<file path="src/rtl/nsf_pkg.sv">
// Package: command, character, width and timing constants of the NMEA sentence framer.
package nsf_pkg;

    localparam logic       CMD_BYTE = 1'b0;
    localparam logic       CMD_POLL = 1'b1;

    localparam logic [7:0] CHR_DOLLAR = 8'h24;
    localparam logic [7:0] CHR_COMMA  = 8'h2C;
    localparam logic [7:0] CHR_STAR   = 8'h2A;
    localparam logic [7:0] CHR_CR     = 8'h0D;
    localparam logic [7:0] CHR_LF     = 8'h0A;
    localparam logic [7:0] CHR_LOW    = 8'h20;
    localparam logic [7:0] CHR_HIGH   = 8'h7E;

    localparam int         LEN_OUT_W   = 7;
    localparam int         TYPE_OUT_W  = 40;
    localparam int         TIME_W      = 32;

    localparam logic [TIME_W-1:0] TIMEOUT_RESET = 32'd5000;
    localparam logic [TIME_W-1:0] AGE_NEVER     = 32'hFFFF_FFFF;

    typedef logic [TIME_W-1:0] t_time;

endpackage

</file>
<file path="src/rtl/nmea_sentence_framer.sv">
// NMEA sentence framer: byte classification, type capture, counters and ages, result register.
//
//  channel   direction  handshake                    payload
//  in        input      i_in_valid / o_in_stall      i_cmd, i_data_byte, i_now_ms
//  out       output     o_out_valid / i_out_stall    o_sentence_done .. o_sentence_age_ms
//  cfg       input      i_cfg_valid / o_cfg_ready    i_cfg_data (detect timeout, ms)
//
// One item per cycle unless o_in_stall is high: each item is decoded against the framing
// state in one pass and its result lands in the output register on the accepting edge.
// The output register frees itself when taken, so a new item is accepted in the same
// cycle the held result leaves; o_in_stall is high only while a result waits under stall.
// Reset (synchronous, active low) clears the framing state, counters, seen flags and
// sets the timeout to 5000 ms. Configuration writes are taken in any cycle.
module nmea_sentence_framer #(
    parameter int SENTENCE_CAPACITY = 128,
    parameter int TYPE_CHARS        = 5
) (
    input  logic        i_clk,
    input  logic        i_rst_n,

    input  logic        i_in_valid,
    output logic        o_in_stall,
    input  logic        i_cmd,
    input  logic [7:0]  i_data_byte,
    input  logic [31:0] i_now_ms,

    output logic        o_out_valid,
    input  logic        i_out_stall,
    output logic        o_sentence_done,
    output logic [6:0]  o_sentence_length,
    output logic [39:0] o_last_type,
    output logic        o_char_stored,
    output logic [7:0]  o_stored_char,
    output logic [6:0]  o_char_index,
    output logic [31:0] o_sentence_count,
    output logic        o_traffic_detected,
    output logic        o_packet_detected,
    output logic [31:0] o_byte_age_ms,
    output logic [31:0] o_sentence_age_ms,

    input  logic        i_cfg_valid,
    output logic        o_cfg_ready,
    input  logic [31:0] i_cfg_data
);

    localparam int LW  = $clog2(SENTENCE_CAPACITY);
    localparam int CW  = $clog2(TYPE_CHARS + 1);
    localparam int TW  = 8 * TYPE_CHARS;
    localparam int OLW = nsf_pkg::LEN_OUT_W;
    localparam int OTW = nsf_pkg::TYPE_OUT_W;
    localparam logic [LW:0] CAP = (LW + 1)'(SENTENCE_CAPACITY);

    // framing state
    logic              r_in_sentence, n_in_sentence;
    logic              r_collecting,  n_collecting;
    logic [CW-1:0]     r_type_count,  n_type_count;
    logic [TW-1:0]     r_type_chars,  n_type_chars;
    logic [LW-1:0]     r_len,         n_len;
    logic [OTW-1:0]    r_kept_type,   n_kept_type;
    logic              r_byte_seen,   n_byte_seen;
    nsf_pkg::t_time    r_byte_time,   n_byte_time;
    logic              r_sent_seen,   n_sent_seen;
    nsf_pkg::t_time    r_sent_time,   n_sent_time;
    nsf_pkg::t_time    r_count,       n_count;
    nsf_pkg::t_time    r_timeout;

    // result register
    logic              r_out_valid;
    logic              r_done;
    logic [OLW-1:0]    r_rep_len;
    logic              r_stored;
    logic [7:0]        r_schar;
    logic [OLW-1:0]    r_sidx;
    nsf_pkg::t_time    r_bage, r_sage;
    logic              r_traffic, r_packet;

    logic              accept;
    logic              done, stored, is_term, is_print, is_sep;
    logic [7:0]        schar;
    logic [LW-1:0]     sidx, rep_len;
    logic [LW+OLW-1:0] rep_len_ext, sidx_ext;
    logic [TW+OTW-1:0] type_ext;
    nsf_pkg::t_time    bage, sage;

    assign o_in_stall  = r_out_valid && i_out_stall;
    assign accept      = i_in_valid && !o_in_stall;
    assign o_cfg_ready = 1'b1;

    always_comb begin
        n_in_sentence = r_in_sentence;
        n_collecting  = r_collecting;
        n_type_count  = r_type_count;
        n_type_chars  = r_type_chars;
        n_len         = r_len;
        n_kept_type   = r_kept_type;
        n_byte_seen   = r_byte_seen;
        n_byte_time   = r_byte_time;
        n_sent_seen   = r_sent_seen;
        n_sent_time   = r_sent_time;
        n_count       = r_count;
        done          = 1'b0;
        stored        = 1'b0;
        schar         = 8'd0;
        sidx          = '0;
        rep_len       = r_len;
        type_ext      = '0;

        is_term  = (i_data_byte == nsf_pkg::CHR_CR) || (i_data_byte == nsf_pkg::CHR_LF);
        is_print = (i_data_byte >= nsf_pkg::CHR_LOW) && (i_data_byte <= nsf_pkg::CHR_HIGH);
        is_sep   = (i_data_byte == nsf_pkg::CHR_COMMA) || (i_data_byte == nsf_pkg::CHR_STAR);

        if (i_cmd == nsf_pkg::CMD_BYTE) begin
            n_byte_seen = 1'b1;
            n_byte_time = i_now_ms;
            if (i_data_byte == nsf_pkg::CHR_DOLLAR) begin
                // restart: drop any unfinished sentence
                n_in_sentence = 1'b1;
                n_collecting  = 1'b1;
                n_type_count  = '0;
                n_type_chars  = '0;
                n_len         = LW'(1);
                stored        = 1'b1;
                schar         = i_data_byte;
                rep_len       = LW'(1);
            end else if (r_in_sentence) begin
                if (is_term) begin
                    if (r_len > LW'(1)) begin
                        done        = 1'b1;
                        n_sent_seen = 1'b1;
                        n_sent_time = i_now_ms;
                        n_count     = r_count + 32'd1;
                        if (r_type_count != '0) begin
                            type_ext    = {{OTW{1'b0}}, r_type_chars};
                            n_kept_type = type_ext[OTW-1:0];
                        end
                    end
                    rep_len       = r_len;
                    n_in_sentence = 1'b0;
                    n_collecting  = 1'b0;
                    n_type_count  = '0;
                    n_type_chars  = '0;
                    n_len         = '0;
                end else if (is_print) begin
                    // hold the length at capacity minus one, keep collecting the type
                    if (({1'b0, r_len} + (LW + 1)'(1)) < CAP) begin
                        stored = 1'b1;
                        schar  = i_data_byte;
                        sidx   = r_len;
                        n_len  = r_len + LW'(1);
                    end
                    if (r_collecting) begin
                        if (is_sep) begin
                            n_collecting = 1'b0;
                        end else if (r_type_count < CW'(TYPE_CHARS)) begin
                            for (int k = 0; k < TYPE_CHARS; k++) begin
                                if (r_type_count == CW'(TYPE_CHARS - 1 - k)) begin
                                    n_type_chars[8*k +: 8] = i_data_byte;
                                end
                            end
                            n_type_count = r_type_count + CW'(1);
                        end else begin
                            n_collecting = 1'b0;
                        end
                    end
                    rep_len = n_len;
                end
            end
        end

        bage = n_byte_seen ? (i_now_ms - n_byte_time) : nsf_pkg::AGE_NEVER;
        sage = n_sent_seen ? (i_now_ms - n_sent_time) : nsf_pkg::AGE_NEVER;

        rep_len_ext = {{OLW{1'b0}}, rep_len};
        sidx_ext    = {{OLW{1'b0}}, sidx};
    end

    always_ff @(posedge i_clk) begin
        if (!i_rst_n) begin
            r_in_sentence <= 1'b0;
            r_collecting  <= 1'b0;
            r_type_count  <= '0;
            r_type_chars  <= '0;
            r_len         <= '0;
            r_kept_type   <= '0;
            r_byte_seen   <= 1'b0;
            r_byte_time   <= '0;
            r_sent_seen   <= 1'b0;
            r_sent_time   <= '0;
            r_count       <= '0;
            r_timeout     <= nsf_pkg::TIMEOUT_RESET;
            r_out_valid   <= 1'b0;
        end else begin
            if (i_cfg_valid && o_cfg_ready) begin
                r_timeout <= i_cfg_data;
            end
            if (accept) begin
                r_in_sentence <= n_in_sentence;
                r_collecting  <= n_collecting;
                r_type_count  <= n_type_count;
                r_type_chars  <= n_type_chars;
                r_len         <= n_len;
                r_kept_type   <= n_kept_type;
                r_byte_seen   <= n_byte_seen;
                r_byte_time   <= n_byte_time;
                r_sent_seen   <= n_sent_seen;
                r_sent_time   <= n_sent_time;
                r_count       <= n_count;
                r_out_valid   <= 1'b1;
            end else if (!i_out_stall) begin
                r_out_valid <= 1'b0;
            end
        end
    end

    always_ff @(posedge i_clk) begin
        if (accept) begin
            r_done    <= done;
            r_rep_len <= rep_len_ext[OLW-1:0];
            r_stored  <= stored;
            r_schar   <= schar;
            r_sidx    <= sidx_ext[OLW-1:0];
            r_bage    <= bage;
            r_sage    <= sage;
            r_traffic <= n_byte_seen && (bage <= r_timeout);
            r_packet  <= n_sent_seen && (sage <= r_timeout);
        end
    end

    assign o_out_valid        = r_out_valid;
    assign o_sentence_done    = r_done;
    assign o_sentence_length  = r_rep_len;
    assign o_last_type        = r_kept_type;
    assign o_char_stored      = r_stored;
    assign o_stored_char      = r_schar;
    assign o_char_index       = r_sidx;
    assign o_sentence_count   = r_count;
    assign o_traffic_detected = r_traffic;
    assign o_packet_detected  = r_packet;
    assign o_byte_age_ms      = r_bage;
    assign o_sentence_age_ms  = r_sage;

endmodule
</file>
<file path="config.mk">
export PLATFORM = sky130hd
export DESIGN_NAME = nmea_sentence_framer
export DESIGN_NICKNAME = d
export VERILOG_FILES = /design/src/rtl/nsf_pkg.sv /design/src/rtl/nmea_sentence_framer.sv
export SDC_FILE = /design/constraint.sdc
export NUM_CORES = 1
export LEC_CHECK = 0
export BUFFER_PORTS_ARGS = -buffer_cell sky130_fd_sc_hd__buf_2
export CAP_MARGIN = 30
export CORE_ASPECT_RATIO = 1.75
export CORE_MARGIN = 2
export CORE_UTILIZATION = 32
export CTS_CLUSTER_DIAMETER = 80
export DETAILED_ROUTE_END_ITERATION = 8
export GPL_ROUTABILITY_DRIVEN = 1
export SETUP_SLACK_MARGIN = 0.2
export SYNTH_ARGS = -nofsm -noshare
export SYNTH_HDL_FRONTEND = slang
export SYNTH_SLANG_ARGS = --single-unit
</file>
<file path="constraint.sdc">
create_clock -name i_clk -period 6.4 [get_ports i_clk]
set_input_delay 0.32 -clock i_clk [delete_from_list [all_inputs] [get_ports i_clk]]
set_output_delay 0.32 -clock i_clk [all_outputs]
set_load 0.01 [all_outputs]
</file>
* After elaboration in Yosys (flattened, before gate mapping)
Cells that the tools add are included.
Widths: inputs -> output; s select.
** Word-level totals
- Input port bits :: 78
- Output and inout port bits :: 165
- Flip-flop bits (word level) :: 313
** Cells by class
- Bitwise logic cells :: 6
- Reduce and logical (&&, ||, !) cells :: 32
- Order comparisons :: 7
- Multiplexer cells :: 65
- Equal/unequal tests :: 11
- Add/subtract/negate cells :: 6
** Operators with widths (count)
- $mux 40 :: 7
- $mux 32 :: 8
- $mux 8 :: 10
- $le 32x32->1 :: 2
- $sub 32x32->32 :: 2
- $mux 7 :: 9
- $reduce_and 8->1 :: 5
- $add 32x1->32 const B :: 1
- $reduce_bool 3->1 :: 9
- $eq 8x6->1 const B :: 3
- $mux 1 :: 24
- $mux 3 :: 7
- $eq 8x4->1 const B :: 2
- $reduce_and 7->1 :: 2
- $add 7x1->8 const B :: 1
- $ge 8x6->1 const B :: 1
- $le 8x7->1 const B :: 1
- $lt 8x8->1 const B :: 1
- $add 7x1->7 const B :: 1
- $gt 7x1->1 const B :: 1
- $eq 3x2->1 const B :: 2
- $not 1->1 :: 6
- $reduce_and 6->1 :: 1
- $reduce_or 6->1 :: 1
- other kinds (15) :: 20

* Depth between registers and ports, before layout
Gate-level depths: netlist (run 1).
- Word-level depth :: 10
- Depth in mapped cells :: 27
- Depth with buffers taken out :: 25

* Least setup slack after synthesis (run 1)
Ideal clock, no wire load.
- Kind :: in2reg
- Start :: input port i_data_byte[6]
- End :: register r_packet (netlist: o_packet_detected) (data pin)
- Arrival :: 5139 ps
- Setup time :: 272 ps
- Setup slack :: 990 ps
- Stages :: 26
- Buffers on the path :: 3
- Data required time :: 6128 ps
- Cells stage by stage :: buf_6 nor3_4 o211ai_2 nor2b_1 and3_1 clkbuf_1 buf_2 mux2i_1 inv_1 fa_1 nor2b_1 o2111a_1 o31ai_1 a211o_1 a31o_2 a211oi_1 o21ai_0 a21o_1 ha_1 nand4_1 nor3_1 nand4_1 nor4_1 o21ai_0 nand4_1 a21oi_1
** Between the ends
- Cells in the longest elaborated chain, start to end :: 10
- Elaborated cells on any way between the ends :: 16
- Classes of those cells :: add/sub: 1; order compare: 1; eq/ne: 3; mux: 9; reduce/logical: 2
** Ends and longest elaborated chain
- start: declaration :: RTL line nmea_sentence_framer.sv:24 : input logic [7:0] i_data_byte,
- $eq 8x4->1 :: RTL line nmea_sentence_framer.sv:108 : is_term = (i_data_byte == nsf_pkg::CHR_CR) || (i_data_byte == nsf_pkg::CHR_LF);
- $logic_or 1x1->1 :: RTL line nmea_sentence_framer.sv:108
- $mux 32 :: RTL line nmea_sentence_framer.sv:126 : if (is_term) begin
- $mux 32 :: RTL line nmea_sentence_framer.sv:125 : end else if (r_in_sentence) begin
- $mux 32 * :: RTL line nmea_sentence_framer.sv:115 : if (i_data_byte == nsf_pkg::CHR_DOLLAR) begin
- $mux 32 * :: RTL line nmea_sentence_framer.sv:112 : if (i_cmd == nsf_pkg::CMD_BYTE) begin
- net n_sent_time[1] :: RTL line nmea_sentence_framer.sv:63 : nsf_pkg::t_time r_sent_time, n_sent_time;
- $sub 32x32->32 * :: RTL line nmea_sentence_framer.sv:171 : sage = n_sent_seen ? (i_now_ms - n_sent_time) : nsf_pkg::AGE_NEVER;
- $mux 32 * :: RTL line nmea_sentence_framer.sv:171
- net sage[30] :: RTL line nmea_sentence_framer.sv:83 : nsf_pkg::t_time bage, sage;
- $le 32x32->1 * :: RTL line nmea_sentence_framer.sv:225 : r_packet <= n_sent_seen && (sage <= r_timeout);
- $logic_and 1x1->1 * :: RTL line nmea_sentence_framer.sv:225
- end signal: assignment :: RTL line nmea_sentence_framer.sv:225
- end: declaration :: RTL line nmea_sentence_framer.sv:75 : logic r_traffic, r_packet;
The timed path passes the listed nets; every way through them passes the cells marked *.
A chain may end at the register's enable or synchronous reset.

* Worst setup path after layout (run 1)
- Start :: register r_len[1]
- End :: register r_packet (netlist: o_packet_detected) (data pin)
** Between the ends
- Cells in the longest elaborated chain, start to end :: 10
- Elaborated cells on any way between the ends :: 15
- Classes of those cells :: add/sub: 1; order compare: 2; mux: 11; reduce/logical: 1
** Ends and longest elaborated chain
- start: declaration :: RTL line nmea_sentence_framer.sv:58 : logic [LW-1:0] r_len, n_len;
- start signal: assignment :: RTL line nmea_sentence_framer.sv:201 : r_len <= n_len;
- $gt 7x1->1 * :: RTL line nmea_sentence_framer.sv:127 : if (r_len > LW'(1)) begin
- $mux 32 :: RTL line nmea_sentence_framer.sv:127
- $mux 32 :: RTL line nmea_sentence_framer.sv:126
- $mux 32 :: RTL line nmea_sentence_framer.sv:125
- $mux 32 :: RTL line nmea_sentence_framer.sv:115
- $mux 32 :: RTL line nmea_sentence_framer.sv:112
- $sub 32x32->32 :: RTL line nmea_sentence_framer.sv:171
- $mux 32 * :: RTL line nmea_sentence_framer.sv:171
- net sage[20] :: RTL line nmea_sentence_framer.sv:83
- $le 32x32->1 * :: RTL line nmea_sentence_framer.sv:225
- $logic_and 1x1->1 * :: RTL line nmea_sentence_framer.sv:225
Marked as above.

==> reports/qor.txt, run 1 <==
CP Data Arrival Time: 6170 ps
EDFF count, synth: 90
Synth cell types: 83
Final setup violation count: 0
#FFs+latches synth: 313
Commonest non-fill, non-tap cell in the layout: nand2_1
Cell Int Power: 3.74 mW
Flop pwr share: 41.5%
Sequential cell area fraction in the yosys report: 41.3%
Most frequent cells in the layout: 256 x nand2_1, 241 x buf_2, 223 x dfxtp_1, 169 x nor2_1, 159 x a21oi_1
Maximum clock frequency: 169 MHz
Placed inst area: 19700 um^2
Synth Warn #: 0
Clk_lat worst skew: 530 ps
Clock buffer depth: 3
Hold Crit Class: primary input to flop
Final wirelength: 58700 um
Top FF cell, synth: dfxtp_1
Pleak: 8.39 nW
IO Pins: 243
Fillers: 5348
Post-Place Worst Slack: 96.6 ps
Area growth, synth to finish: 21.3%
Req. time, crit path: 6640 ps
Status: completed
Pin count of the biggest net entering global routing: 98
Net Switching: 1.40 mW
Nets: 2396
Worst setup SP type: flop
Syn Std Cell Area: 17300 um^2
Slew HR: 35.9%
Area of the multi-input gates: 9640 um^2
DP HPWL: 45100 um
DIE WIDTH: 180 um
Final hold vios: 0
Power Density: 244 nW/um^2
Slew @ Worst Pin: 961 ps
Initial DRC Count: 936
Setup slack after layout: 468 ps
Crit path max fanout: 8
Async S/R FF share, synth: 0%
Wire per inst: 20.3 um
Port bufs: 241
RSZ-0062 raised after global routing: no
Vias per std cell: 5.26
Routability cong.: 0.946
GRT Util Overall: 20.3%
Final hold slack: 27.2 ps
Initial antenna violation count: 9
Worst-path clk slew: 60 ps
Number of antenna-violating nets in the routed design: 0
Final TNS setup: 0 ps
Vias in the first global route: 15500
FP Rows: 112
FF/Latch Area: 7170 um^2
Combinational group share of total power: 16.9%
Count of pins over their slew limit: 0
Clock power frac: 41.6%
Mapped Cells: 1909
CTS tree: done
Mean Syn Cell Area: 9.08 um^2
Clock Skews: 19.5 ps
Syn Nets: 2123
Clock sinks: 313
Crit end category: flop
Final instance area: 21000 um^2
First drt pass iteration count: 5
Root Driver: clkbuf_16
Die height: 312 um
Max Cap Viol: 0
TritonCTS Buffers: 34
Min Tclk post-route: 5930 ps
Core ar.: 53400 um^2
Drt drc: 0
First-pass GRT wire length: 89400 um
Via count: 15200
H-tree depth: 2
Grt ovf: 0
Share of layout cells above drive strength 1: 19.1%
Initial Util: 32.5%
CP Class: flop to flop
Fin crit share: 92.7%
VDD IR max: 0.212 mV
Die area: 56100 um^2
Switch share: 27.2%
-- registers in the layout, indices dropped and copies added, names as in the netlist, 3 cells and up --
| register | count |
|---|---|
| r_byte_time | 32 |
| o_sentence_length | 7 |
| r_timeout | 32 |
| r_type_count | 3 |
| r_len | 7 |
| o_last_type | 40 |
| r_sent_time | 32 |
| o_byte_age_ms | 32 |
| r_type_chars | 40 |
| o_sentence_age_ms | 32 |
| o_stored_char | 8 |
| o_char_index | 7 |
| o_sentence_count | 32 |
-- worst max-delay path, stage by stage, from the launching register on --
cell and delay [ps]:
dfxtp_1 400, inv_1 100, ha_1 200, o2111ai_2 260, nor2b_2 200, and3_4 280
buf_6 180, mux2i_1 200, ha_2 340, and3_1 230, a221o_1 350, a21o_1 190
a21oi_1 220, a21boi_1 150, o41ai_2 430, buf_4 180, xor2_1 260, nand2_1 200
ha_1 350, and4_1 190, nand4_1 140, nor4_2 280, o21ai_0 140, nand4_1 120
a21oi_1 70
-- cells by family after synthesis --
group | share of synthesized area, %
fa+ha+maj | 9.90
flops | 41.3
other cells | 0.0433
compound gates | 15.8
mux | 7.75
xor+xnor | 3.03
simple gates | 18.4
buf+inv | 3.73
-- through the flow --
stage / instances / total power [mW] / util [%]
global route: 2893 / 5.35 / 39.4
global placement: 2822 / 3.01 / 36.8
detailed placement: 2825 / 3.03 / 36.9
finish: 2893 / 5.13 / 39.4
floorplan: 1909 / 2.70 / -
CTS: 2889 / 5.19 / 39.2
-- cell type report --
cell class / instances / share of cell area (%)
Sequential cell: 313 / 34.1
Clock inverter: 14 / 0.945
Tap cell: 684 / 4.07
Timing Repair Buffer: 327 / 9.16
Antenna cell: 2 / 0.0238
Multi-Input combinational cell: 1437 / 45.8
Inverter: 69 / 1.25
Clock buffer: 47 / 4.66
-- synthesized netlist by cell type, types with 4 or more instances --
cell	count	area share (%)
or3_1	7	0.25
and2_1	25	0.90
o21a_1	20	0.87
a21o_1	50	2.2
nor2_1	170	3.7
o21ai_0	72	2.1
clkbuf_1	66	1.4
a211o_1	4	0.20
o31ai_1	4	0.17
o22ai_1	4	0.14
o2111ai_1	6	0.30
ha_1	134	9.7
a21boi_0	11	0.48
nand2b_1	18	0.65
xnor2_1	22	1.1
nand4_1	33	1.2
a21oi_1	159	4.6
edfxtp_1	90	16
o211ai_1	11	0.48
nand2_1	256	5.5
inv_1	69	1.5
nor3_1	17	0.49
xor2_1	38	1.9
nor2b_1	38	1.4
a31oi_1	11	0.40
buf_2	13	0.38
o21bai_1	7	0.30
a211oi_1	36	1.6
mux2i_1	132	7.6
dfxtp_1	223	26
nand3_1	41	1.2
nor4_1	4	0.14
and3_1	32	1.2
buf_1	5	0.11
-- power groups by stage --
stage	combinational, mW	sequential [mW]	clock, mW
6_report	0.868	2.13	2.13
5_1_grt	0.957	2.14	2.25
4_1_cts	0.862	2.13	2.20
3_5_place_dp	0.854	2.18	0
3_3_place_gp	0.835	2.17	0
2_1_floorplan	0.510	2.19	0
-- what timing repair did --
item,4_1_cts,5_1_grt
hold buffers,3,0
gates resized for setup,3,19
cloned,0,0
endpoints found under the setup margin,1,1
pin swaps,1,3
buffers inserted,0,1
endpoints found under the hold margin,3,0
-- worst paths after layout --
| kind | startpoint | endpoint | slack [ps] | depth (start not counted) |
|---|---|---|---|---|
| setup reg to reg | r_len[1] | o_packet_detected | 470 | 24 |
| hold reg to reg | r_type_chars[31] | r_type_chars[31] | 430 | 2 |
| hold / removal | i_cfg_data[12] | r_timeout[12] | 30 | 3 |
| setup / recovery | r_len[1] | o_packet_detected | 470 | 24 |
-- layer usage --
| metal | vias to the layer above | track usage [%] | routed length [um] |
|---|---|---|---|
| met5 | - | 0 | 82 |
| met4 | 12 | 11.5 | 3580 |
| met3 | 159 | 3.58 | 2880 |
| met2 | 460 | 39.0 | 31000 |
| met1 | 7229 | 20.5 | 21100 |
| li1 | 7352 | - | - |
Power figures use the tool's default switching activity.
==> inputs of run 2 (changes only) <==
Settings changed: RECOVER_POWER from default to 100.
==> run 2 against run 1 <==
Net effect: the run now ends with capacitance limit, slew limit left; first-iteration DRC count shrank 8.3%; clock power hardly changed; clock-buffer cell count unchanged; fmax decreased by 2.4%; final cell count stayed put.
==> reports/qor.txt, run 2 (synthesized netlist as in run 1, its figures left out) <==
Final hold slack: 29.7 ps (was 27.2 ps)
Clk_lat worst skew: 530 ps (about the same)
Power Density: 248 nW/um^2 (was 244 nW/um^2)
Pleak: 7.74 nW (was 8.39 nW)
DP HPWL: 45100 um (unchanged)
Gate family responsible for the most delay along the worst path: compound AO/OA/AOI/OAI gates (unchanged)
FP Rows: 112 (unchanged)
Final Util: 38.7% (was 39.4%)
Wire per inst: 20.3 um (about the same)
Root Driver: clkbuf_16 (unchanged)
Worst setup SP type: primary input (was flop)
Die area: 56100 um^2 (unchanged)
Crit end category: flop (unchanged)
Setup slack after layout: 322 ps (was 468 ps)
Vias per std cell: 5.25 (was 5.26)
H-tree depth: 2 (unchanged)
Port bufs: 241 (unchanged)
Count of pins over their slew limit: 347 (was 0)
Initial DRC Count: 858 (was 936)
Routability cong.: 0.946 (unchanged)
Final setup violation count: 0 (unchanged)
Final wirelength: 58600 um (was 58700 um)
Power Total: 5.12 mW (was 5.13 mW)
CP Class: primary input to flop (was flop to flop)
Die height: 312 um (unchanged)
Max Cap Viol: 6 (was 0)
Req. time, crit path: 6650 ps (was 6640 ps)
Post-Place Worst Slack: 96.6 ps (unchanged)
Clock buffer depth: 3 (unchanged)
Cell Count, Final, Fillers Out: 2893 (unchanged)
Placed inst area: 19700 um^2 (unchanged)
Area growth, synth to finish: 19.1% (was 21.3%)
TritonCTS Buffers: 34 (unchanged)
Maximum clock frequency: 165 MHz (was 169 MHz)
Clock sinks: 313 (unchanged)
Initial Util: 32.5% (unchanged)
Grt ovf: 0 (unchanged)
Dpl cells: 2825 (unchanged)
CP Data Arrival Time: 6320 ps (was 6170 ps)
Final TNS setup: 0 ps (unchanged)
CP Buf/Inv Count: 7 (was 3)
Initial antenna violation count: 9 (unchanged)
VDD IR max: 0.213 mV (was 0.212 mV)
IO Pins: 243 (unchanged)
First drt pass iteration count: 5 (unchanged)
Slowest cell on the critical path: a211oi_1 (was o41ai_2)
Slew HR: -131% (was 35.9%)
First-pass GRT wire length: 89400 um (unchanged)
Pin count of the biggest net entering global routing: 98 (unchanged)
Min Tclk post-route: 6080 ps (was 5930 ps)
Failing checks: capacitance limit, slew limit
Drt drc: 0 (unchanged)
Final instance area: 20700 um^2 (was 21000 um^2)
CTS tree: done (unchanged)
Final hold vios: 0 (unchanged)
Clock Skews: 18.8 ps (was 19.5 ps)
GRT Util Overall: 20.3% (unchanged)
DIE WIDTH: 180 um (unchanged)
Core ar.: 53400 um^2 (unchanged)
Area of the multi-input gates: 9570 um^2 (was 9640 um^2)
Critical path cell sequence: clkbuf_1 > buf_12 > buf_4 > mux2i_1 > ha_1 > nand3_1 > o211ai_1 > a211oi_1 > clkbuf_1 > o2111ai_1 > o2111ai_1 > nand3_1 > a221oi_1 > buf_4 > mux2i_1 > ha_1 > nand4_1 > nor4_1 > clkbuf_1 > nand3_1 > a21oi_1 > buf_4 > a211o_1 > o41ai_1 (was inv_1 > ha_1 > o2111ai_2 > nor2b_2 > and3_4 > buf_6 > mux2i_1 > ha_2 > and3_1 > a221o_1 > a21o_1 > a21oi_1 > a21boi_1 > o41ai_2 > buf_4 > xor2_1 > nand2_1 > ha_1 > and4_1 > nand4_1 > nor4_2 > o21ai_0 > nand4_1 > a21oi_1)
Worst-path clk slew: 60 ps (about the same)
FF/Latch Area: 7170 um^2 (unchanged)
Hold Crit Class: primary input to flop (unchanged)
Crit path max fanout: 15 (was 8)
Share of layout cells above drive strength 1: 10.3% (was 19.1%)
Fillers: 5461 (was 5348)
Slew @ Worst Pin: 3440 ps (was 961 ps)
Number of antenna-violating nets in the routed design: 0 (unchanged)
Most frequent cells in the layout: 257 x nand2_1, 223 x dfxtp_1, 187 x clkbuf_1, 170 x nor2_1, 160 x a21oi_1 (was 256 x nand2_1, 241 x buf_2, 223 x dfxtp_1, 169 x nor2_1, 159 x a21oi_1)
Status: finished with violations (was completed)
Via count: 15200 (about the same)
Vias in the first global route: 15500 (unchanged)
RSZ-0062 raised after global routing: no (unchanged)
Nets: 2396 (unchanged)
Commonest non-fill, non-tap cell in the layout: nand2_1 (unchanged)
Fin crit share: 95.0% (was 92.7%)
Critical path's largest stage delay: 420 ps (was 430 ps)
==> run 2: changes by cell type in the layout (fill, tap and decap cells not counted), moves of 2 or more <==
cell / before / now
buf_4: 77 / 60
a21boi_0: 11 / 14
o21ai_0: 71 / 73
clkbuf_4: 0 / 3
clkbuf_1: 6 / 187
buf_12: 3 / 1
and2_0: 0 / 11
clkbuf_2: 0 / 2
and2_1: 25 / 14
buf_2: 241 / 75
a21boi_1: 3 / 1
==> run 2: what timing repair did <==
| item | CTS | global route |
|---|---|---|
| gates cloned | 0 | 0 |
| pin swaps | 1 | 3 |
| hold buffers | 3 | 0 |
| endpoints found under the setup margin | 1 | 1 |
| buffers inserted | 0 | 1 |
| gates resized for setup | 3 | 19 |
| hold endpoints to repair | 3 | 0 |
==> run 2: final cells by class <==
| class | count | area share (%) |
|---|---|---|
| multi-input combinational | 1437 | 46.3 |
| antenna | 2 | 0.0242 |
| clock buffer | 47 | 4.75 |
| clock inverter | 14 | 0.963 |
| inverter | 69 | 1.26 |
| timing repair buffer | 327 | 7.82 |
| tap | 684 | 4.14 |
| sequential | 313 | 34.7 |
==> run 2: routing by layer <==
layer | vias up | GRT usage (%) | part of all wire (%)
met5 | - | 0 | 0.14
met4 | 12 | 11.5 | 6.4
met3 | 164 | 3.58 | 5.0
met2 | 458 | 39.0 | 53
met1 | 7209 | 20.5 | 36
li1 | 7346 | - | -
==> run 2: final timing paths <==
path | from | to | slack (ps) | depth (start not counted)
setup / recovery | i_cmd | o_traffic_detected | 320 | 24
hold / removal | i_cfg_data[3] | r_timeout[3] | 30 | 3
setup reg to reg | r_len[1] | o_packet_detected | 470 | 24
hold reg to reg | r_type_chars[31] | r_type_chars[31] | 430 | 2
==> run 2: worst register-to-register path, stage by stage, from the launching register on <==
cell	delay [ps]
dfxtp_1	400
inv_1	100
ha_1	200
o2111ai_2	240
nor2b_1	200
and3_4	300
buf_6	190
mux2i_1	200
ha_2	330
a21o_1	210
a221o_1	380
a21o_1	190
a21oi_1	200
a21boi_1	140
o41ai_2	430
buf_4	180
xor2_1	260
nand2_1	200
ha_1	380
and4_1	200
nand4_1	140
nor4_2	280
o21ai_0	130
nand4_1	110
a21oi_1	70
==> run 2: report_power, final <==
group	switching [mW]	internal (mW)	leakage, nW
Combinational	0.517	0.334	4.58
Sequential	0.0240	2.11	2.57
Clock	0.857	1.28	0.586
Total	1.40	3.72	7.74
